`src/hdl/kwm_pkg.sv`:
```
// kwm_pkg: shared types and codes for the k-way merge engine
package kwm_pkg;

	localparam logic CMD_LOAD = 1'b0;
	localparam logic CMD_POP  = 1'b1;

	localparam logic [1:0] STATUS_OK    = 2'd0;
	localparam logic [1:0] STATUS_FULL  = 2'd1;
	localparam logic [1:0] STATUS_EMPTY = 2'd2;

	typedef enum logic [2:0] {
		ST_IDLE,
		ST_LOAD,
		ST_SCAN,
		ST_DRAIN,
		ST_POP,
		ST_EMIT
	} state_t;

	typedef struct packed {
		logic capture;
		logic issue_rd;
		logic do_load;
		logic do_pop;
		logic emit;
	} ctl_cmd_t;

	typedef struct packed {
		logic out_free;
	} ctl_sts_t;

endpackage

```
`src/hdl/kwm_ctrl.sv`:
```
// kwm_ctrl: sequencing state machine and head scan counter of the merge engine
module kwm_ctrl #(
	parameter int NUM_LISTS = 8
) (
	input  logic               clk,
	input  logic               arst_n,
	input  logic               in_valid,
	output logic               in_stall,
	input  logic               command,
	input  kwm_pkg::ctl_sts_t  sts,
	output kwm_pkg::ctl_cmd_t  cmd,
	output logic [$clog2(NUM_LISTS)-1:0] scan_idx
);

	localparam int LW = $clog2(NUM_LISTS);

	kwm_pkg::state_t state_q;
	kwm_pkg::state_t state_nxt;
	logic [LW-1:0]   scan_q;
	logic [LW-1:0]   scan_nxt;
	logic            scan_last;

	assign scan_last = (scan_q == LW'(NUM_LISTS - 1));
	assign scan_idx  = scan_q;

	always_ff @(posedge clk or negedge arst_n) begin
		if (!arst_n) begin
			state_q <= kwm_pkg::ST_IDLE;
			scan_q  <= '0;
		end else begin
			state_q <= state_nxt;
			scan_q  <= scan_nxt;
		end
	end

	always_comb begin
		state_nxt = state_q;
		scan_nxt  = scan_q;
		cmd       = '0;
		in_stall  = 1'b1;
		case (state_q)
			kwm_pkg::ST_IDLE: begin
				in_stall = 1'b0;
				if (in_valid) begin
					cmd.capture = 1'b1;
					scan_nxt    = '0;
					if (command == kwm_pkg::CMD_POP) begin
						state_nxt = kwm_pkg::ST_SCAN;
					end else begin
						state_nxt = kwm_pkg::ST_LOAD;
					end
				end
			end
			kwm_pkg::ST_LOAD: begin
				cmd.do_load = 1'b1;
				state_nxt   = kwm_pkg::ST_EMIT;
			end
			kwm_pkg::ST_SCAN: begin
				cmd.issue_rd = 1'b1;
				if (scan_last) begin
					state_nxt = kwm_pkg::ST_DRAIN;
				end else begin
					scan_nxt = scan_q + LW'(1);
				end
			end
			kwm_pkg::ST_DRAIN: begin
				state_nxt = kwm_pkg::ST_POP;
			end
			kwm_pkg::ST_POP: begin
				cmd.do_pop = 1'b1;
				state_nxt  = kwm_pkg::ST_EMIT;
			end
			kwm_pkg::ST_EMIT: begin
				if (sts.out_free) begin
					cmd.emit  = 1'b1;
					state_nxt = kwm_pkg::ST_IDLE;
				end
			end
			default: begin
				state_nxt = kwm_pkg::ST_IDLE;
			end
		endcase
	end

endmodule

```
`config.mk`:
```
export PLATFORM = sky130hd
export DESIGN_NAME = kwm_ctrl
export DESIGN_NICKNAME = d
export VERILOG_FILES = /design/src/hdl/kwm_pkg.sv /design/src/hdl/kwm_ctrl.sv
export SDC_FILE = /design/constraint.sdc
export NUM_CORES = 1
export LEC_CHECK = 0
export ABC_AREA = 1
export ABC_CLOCK_PERIOD_IN_PS = 1260
export BUFFER_PORTS_ARGS = -buffer_cell sky130_fd_sc_hd__buf_2
export CAP_MARGIN = 10
export CORE_AREA = 2 2 39 41
export CTS_CLUSTER_DIAMETER = 100
export DETAILED_ROUTE_END_ITERATION = 10
export DIE_AREA = 0 0 41 43
export PLACE_DENSITY_LB_ADDON = 0.25
export SKIP_CTS_REPAIR_TIMING = 1
export SLEW_MARGIN = 40
export SYNTH_ARGS = -nofsm -noshare
export SYNTH_HDL_FRONTEND = slang
export SYNTH_SLANG_ARGS = --single-unit
```
`constraint.sdc`:
```
create_clock -name clk -period 1.26 [get_ports clk]
set_input_delay 0 -clock clk [delete_from_list [all_inputs] [get_ports clk]]
set_output_delay 0 -clock clk [all_outputs]
set_load 0.05 [all_outputs]
```
==> reports/metrics.cfg, run 1 <==
[outcome]
outcome = finished, final reports clean

[critical_path]
critPathMaxFanout = 7
cp-end-kind = primary output
worstSetupStartpointType = flip-flop
crit_type = reg -> out
startpoint = state_q[1]
reg2reg_from = scan_idx[1]
critPathRequiredTime_ns = 1.26
reg2reg_depth = 7
crit_arrival_ns = 1.25

[job]
maxCapViolCount = 0

[route]
route.detailed.drc = 0
first_iter_violations = 6
dr_wl_met3_um = 48
num_vias = 400
drt_wl_total_um = 856
avgRoutedWirePerCell_um = 9.84
wl_met2_um = 398
met1Wirelength_um = 400
viasPerCell = 4.60
maxUsedRoutingLayer = met4
firstDrtPassIters = 4
ant_nets = 0

[logic_synthesis]
synth_nets = 56
yosysWarnings = 0
synth_top_area_frac = 0.391
avgSynthCellArea_um2 = 7.84
synth_area_um2 = 384
ys.flop_type = dfrtp_1
synth_seq_area_share = 0.391
netlist_top_cells_area = dfrtp_1 (39%), nand2_1 (12%), nand3_1 (10%)
synthMostInstantiatedCell = nand2_1
synth_edf_count = 0
ys_async_sr_fraction = 1.00
ys_ff_latch = 6
yosysUniqueCellTypes = 18
yosys-top-cells-count = nand2_1 (12), nand3_1 (8), dfrtp_1 (6), inv_1 (4), inv_2 (4)
netlist_instances = 49
synth_top_area_cell = dfrtp_1

[clocking]
clk_latency_ns = 0.25
root_buffer = clkbuf_4
clkTransAtPathRegs_ns = 0.04
clk_path_buf_depth = 2
cts-htree-levels = 1
cts_tree = done
cts_buffers = 3
cts.sinks = 6

[die]
die_y_um = 43
core-area_mm2 = 0.00138
rows = 14
die_w_um = 41
die_area_mm2 = 0.00176
ioPinCount = 14
initial_utilization = 0.278

[finish]
num-nets-final = 79
drive_gt1_frac = 0.592
synthToLayoutAreaGrowth_pct = 60.3
final_util = 0.445
final_cells = 87
antenna_cells = 0
nFillCells = 149
seqCellArea_um2 = 158
multi_input_area_um2 = 263

[place]
dp_hpwl_um = 658
dp_cells = 79
routabilityCongestion = 0.697
port_buffers = 13

[timing]
max_freq_mhz = 798
relSlewSlack = 0.834
max_slew.worst_pin.slew_ns = 0.251
rsz0062_at_grt = yes
whs_ns = 0.0759
period_minus_slack_ns = 1.25
fin_skew_ns = 0.00798
hold_viol_final = 0
period_share = 0.995
slew_viol_final = 0
setup_viol = 0
setup_tns_ns = 0

[power_and_ir_drop]
finalPower_w = 0.00163
p_leak_nw = 0.313
irDropWorstVdd_mv = 1.03
powerDensity_mw_per_mm2 = 2640

[global_route]
grt_max_degree = 9
overflow = 0
antenna_found_initial = 0
grt_pass1_vias = 335
track_usage = 0.111
grt_pass1_wl_um = 1260

[worst_hold_path]
holdCritStartpoint = command
hold_path_class = in -> reg
min_path_cells = 4

==> worst paths after layout <==
kind | end | slack (ns)
setup reg to reg | scan_idx[1] | 0.06
max in group asynchronous | state_q[1] | 0.99
hold reg to reg | scan_idx[2] | 0.56
hold / removal | state_q[0] | 0.08
setup / recovery | cmd[0] | 0.006
min in group asynchronous | scan_idx[0] | 0.11
==> per-layer routing <==
layer	global-route usage	vias to the layer above
met5	0	-
met4	0.0800	0
met3	0.0471	2
met2	0.159	12
met1	0.126	177
li1	-	209
==> final cells by class <==
type	instances	share of cell area
clock buffers	4	0.0427
inverters	8	0.0488
well taps	16	0.0325
multi-input cells	35	0.427
repair buffers	18	0.193
flip-flops and latches	6	0.256
==> worst max-delay path, stage by stage (launching register included) <==
cell and delay, ns:
dfrtp_2 0.47, nor4_2 0.30, buf_4 0.24
==> stage by stage <==
| step | area (um^2) | setup WS (ns) |
|---|---|---|
| 2_1_floorplan | 434 | -0.249 |
| 3_5_place_dp | 527 | 0.0477 |
| 3_3_place_gp | 527 | 0.0519 |
| 6_report | 616 | 0.00629 |
| 4_1_cts | 553 | -0.162 |
| 5_1_grt | 616 | -0.0603 |
==> power by group <==
part | internal, W | switching (W)
clock network | 0.000120 | 0.0000735
logic | 0.000346 | 0.000673
registers | 0.000278 | 0.000138
==> cell usage in the layout (no fill, tap or decap) <==
| cell | instances |
|---|---|
| a21oi_1 | 1 |
| buf_2 | 9 |
| buf_4 | 6 |
| buf_6 | 1 |
| clkbuf_1 | 1 |
| clkbuf_4 | 4 |
| dfrtp_2 | 6 |
| dlygate4sd3_1 | 1 |
| ha_4 | 2 |
| inv_1 | 3 |
| inv_2 | 5 |
| nand2_1 | 12 |
| nand2_2 | 1 |
| nand3_1 | 6 |
| nand3_2 | 2 |
| nand3_4 | 2 |
| nand4_1 | 2 |
| nor2_1 | 1 |
| nor2_4 | 2 |
| nor3_2 | 1 |
| nor4_2 | 1 |
| o21ai_0 | 1 |
| o21ai_1 | 1 |
==> logic make-up (layout without fill, tap and decap cells) <==
kind of cell,count (synthesis),count (layout),share of synthesized area
fa+ha+maj,2,2,0.0651
simple gates,30,30,0.427
flops,6,6,0.391
compound gates,3,3,0.0391
buf+inv,8,30,0.0782
==> state kept, by name, indices dropped and copies added (netlist names) <==
name      flops
scan_idx      3
state_q       3
Power figures use the tool's default switching activity.
==> inputs of run 2 (changes only) <==
--- a/config.mk
+++ b/config.mk
@@ -6,7 +6,7 @@
 export NUM_CORES = 1
 export LEC_CHECK = 0
 export ABC_AREA = 1
-export ABC_CLOCK_PERIOD_IN_PS = 1260
+export ABC_CLOCK_PERIOD_IN_PS = 1500
 export BUFFER_PORTS_ARGS = -buffer_cell sky130_fd_sc_hd__buf_2
 export CAP_MARGIN = 10
 export CORE_AREA = 2 2 39 41
@@ -14,6 +14,7 @@
 export DETAILED_ROUTE_END_ITERATION = 10
 export DIE_AREA = 0 0 41 43
 export PLACE_DENSITY_LB_ADDON = 0.25
+export REMOVE_ABC_BUFFERS = 1
 export SKIP_CTS_REPAIR_TIMING = 1
 export SLEW_MARGIN = 40
 export SYNTH_ARGS = -nofsm -noshare
==> constraint.sdc (replaced) <==
create_clock -name clk -period 1.5 [get_ports clk]
set_input_delay 0 -clock clk [delete_from_list [all_inputs] [get_ports clk]]
set_output_delay 0 -clock clk [all_outputs]
set_load 0.05 [all_outputs]
==> reports/metrics.cfg, run 2 (same netlist as run 1, synthesis figures left out) <==
[die]
die_w_um = 41
rows = 14
core-area_mm2 = 0.00138
ioPinCount = 14
die_area_mm2 = 0.00176
initial_utilization = 0.278
die_y_um = 43

[global_route]
overflow = 0
track_usage = 0.103
antenna_found_initial = 0
grt_pass1_vias = 288
grt_pass1_wl_um = 1170
grt_max_degree = 9

[timing]
max_freq_mhz = 738
fin_skew_ns = 0.000366
period_share = 0.903
setup_viol = 0
setup_ws_ns = 0.146
whs_ns = 0.0869
max_slew.worst_pin.slew_ns = 0.309
relSlewSlack = 0.794
hold_viol_final = 0
period_minus_slack_ns = 1.35
rsz0062_at_grt = no
slew_viol_final = 0

[finish]
seqCellArea_um2 = 150
nFillCells = 157
num-nets-final = 75
finish.instance_area_um2 = 502
multi_input_area_um2 = 204
antenna_cells = 0
synthToLayoutAreaGrowth_pct = 30.6
final_cell_mix = buf_2 (13), nand2_1 (12), nand3_1 (8)
drive_gt1_frac = 0.379
final_common_cell = buf_2

[critical_path]
slowest_stage = dfrtp_1
path_cells = inv_2, nor4_1, buf_2
startpoint = state_q[2]
critPathRequiredTime_ns = 1.50
max_stage_delay_ns = 0.47
worstSetupStartpointType = flip-flop
crit_type = reg -> out
reg2reg_from = scan_idx[0]
crit_arrival_ns = 1.35
cp-end-kind = primary output
critPathMaxFanout = 6

[place]
port_buffers = 13
dp_hpwl_um = 603
routabilityCongestion = 0.648
placed_area_um2 = 469
pre_cts_slack_ns = 0.219

[power_and_ir_drop]
p_leak_nw = 0.299
irDropWorstVdd_mv = 0.899
powerDensity_mw_per_mm2 = 2290

[worst_hold_path]
holdCritStartpoint = command
hold_path_class = in -> reg

[outcome]
outcome = finished, final reports clean

[clocking]
clk_path_buf_depth = 2
cts.sinks = 6
cts_buffers = 3
clk_latency_ns = 0.23
cts-htree-levels = 1
clkTransAtPathRegs_ns = 0.04
root_buffer = clkbuf_4
cts_tree = done

[job]
maxCapViolCount = 0

[route]
viasPerCell = 4.52
firstDrtPassIters = 2
route.detailed.drc = 0
ant_nets = 0
first_iter_violations = 1
avgRoutedWirePerCell_um = 8.78
num_vias = 371
drt_wl_total_um = 720

## run 2: cell types whose count changed in the layout (fill, tap and decap cells not counted), moves of 2 or more
cell / change
buf_4: -6
dfrtp_1: +6
dfrtp_2: -6
buf_2: +4
ha_1: +2
ha_4: -2
nand3_1: +2
## run 2: power breakdown
group / internal (W) / switching [W]
Sequential: 0.000221 / 0.000110
Clock: 0.0000898 / 0.0000484
Combinational: 0.000179 / 0.000504
Total: 0.000490 / 0.000661
## run 2: layout make-up
class / instances / share of cell area
repair buffers: 14 / 0.150
clock buffers: 3 / 0.0449
well taps: 16 / 0.0399
flip-flops and latches: 6 / 0.299
multi-input cells: 35 / 0.406
inverters: 8 / 0.0599
## run 2: per-layer routing
metal	global-route usage	vias to the layer above	part of all wire
met5	0	-	0
met4	0.100	0	0.0083
met3	0.0157	2	0.032
met2	0.134	4	0.50
met1	0.133	167	0.46
li1	-	198	-
## run 2: worst max-delay path: cells and delay by family (launching register included)
kind | cells | cell delay (ns)
AND/OR/NAND/NOR | 1 | 0.24
flip-flops | 1 | 0.47
buffers and inverters | 2 | 0.40
## run 2: worst paths after layout
check	to	slack [ns]	cells past startpoint
setup / recovery	cmd[0]	0.15	3
hold / removal	state_q[0]	0.09	4
setup reg to reg	scan_idx[0]	0.22	6
hold reg to reg	scan_idx[0]	0.51	1
max in group asynchronous	state_q[2]	1.25	2
min in group asynchronous	scan_idx[1]	0.11	2
## run 2: per-stage QoR
stage | std cells | util | power (W) | setup TNS (ns)
after floorplan | 49 | - | 0.000873 | -0.646
after global placement | 78 | 0.339 | 0.00102 | 0
after detailed placement | 78 | 0.339 | 0.00102 | 0
after CTS | 81 | 0.355 | 0.00117 | 0
after global routing | 82 | 0.363 | 0.00125 | 0
final | 82 | 0.363 | 0.00115 | 0
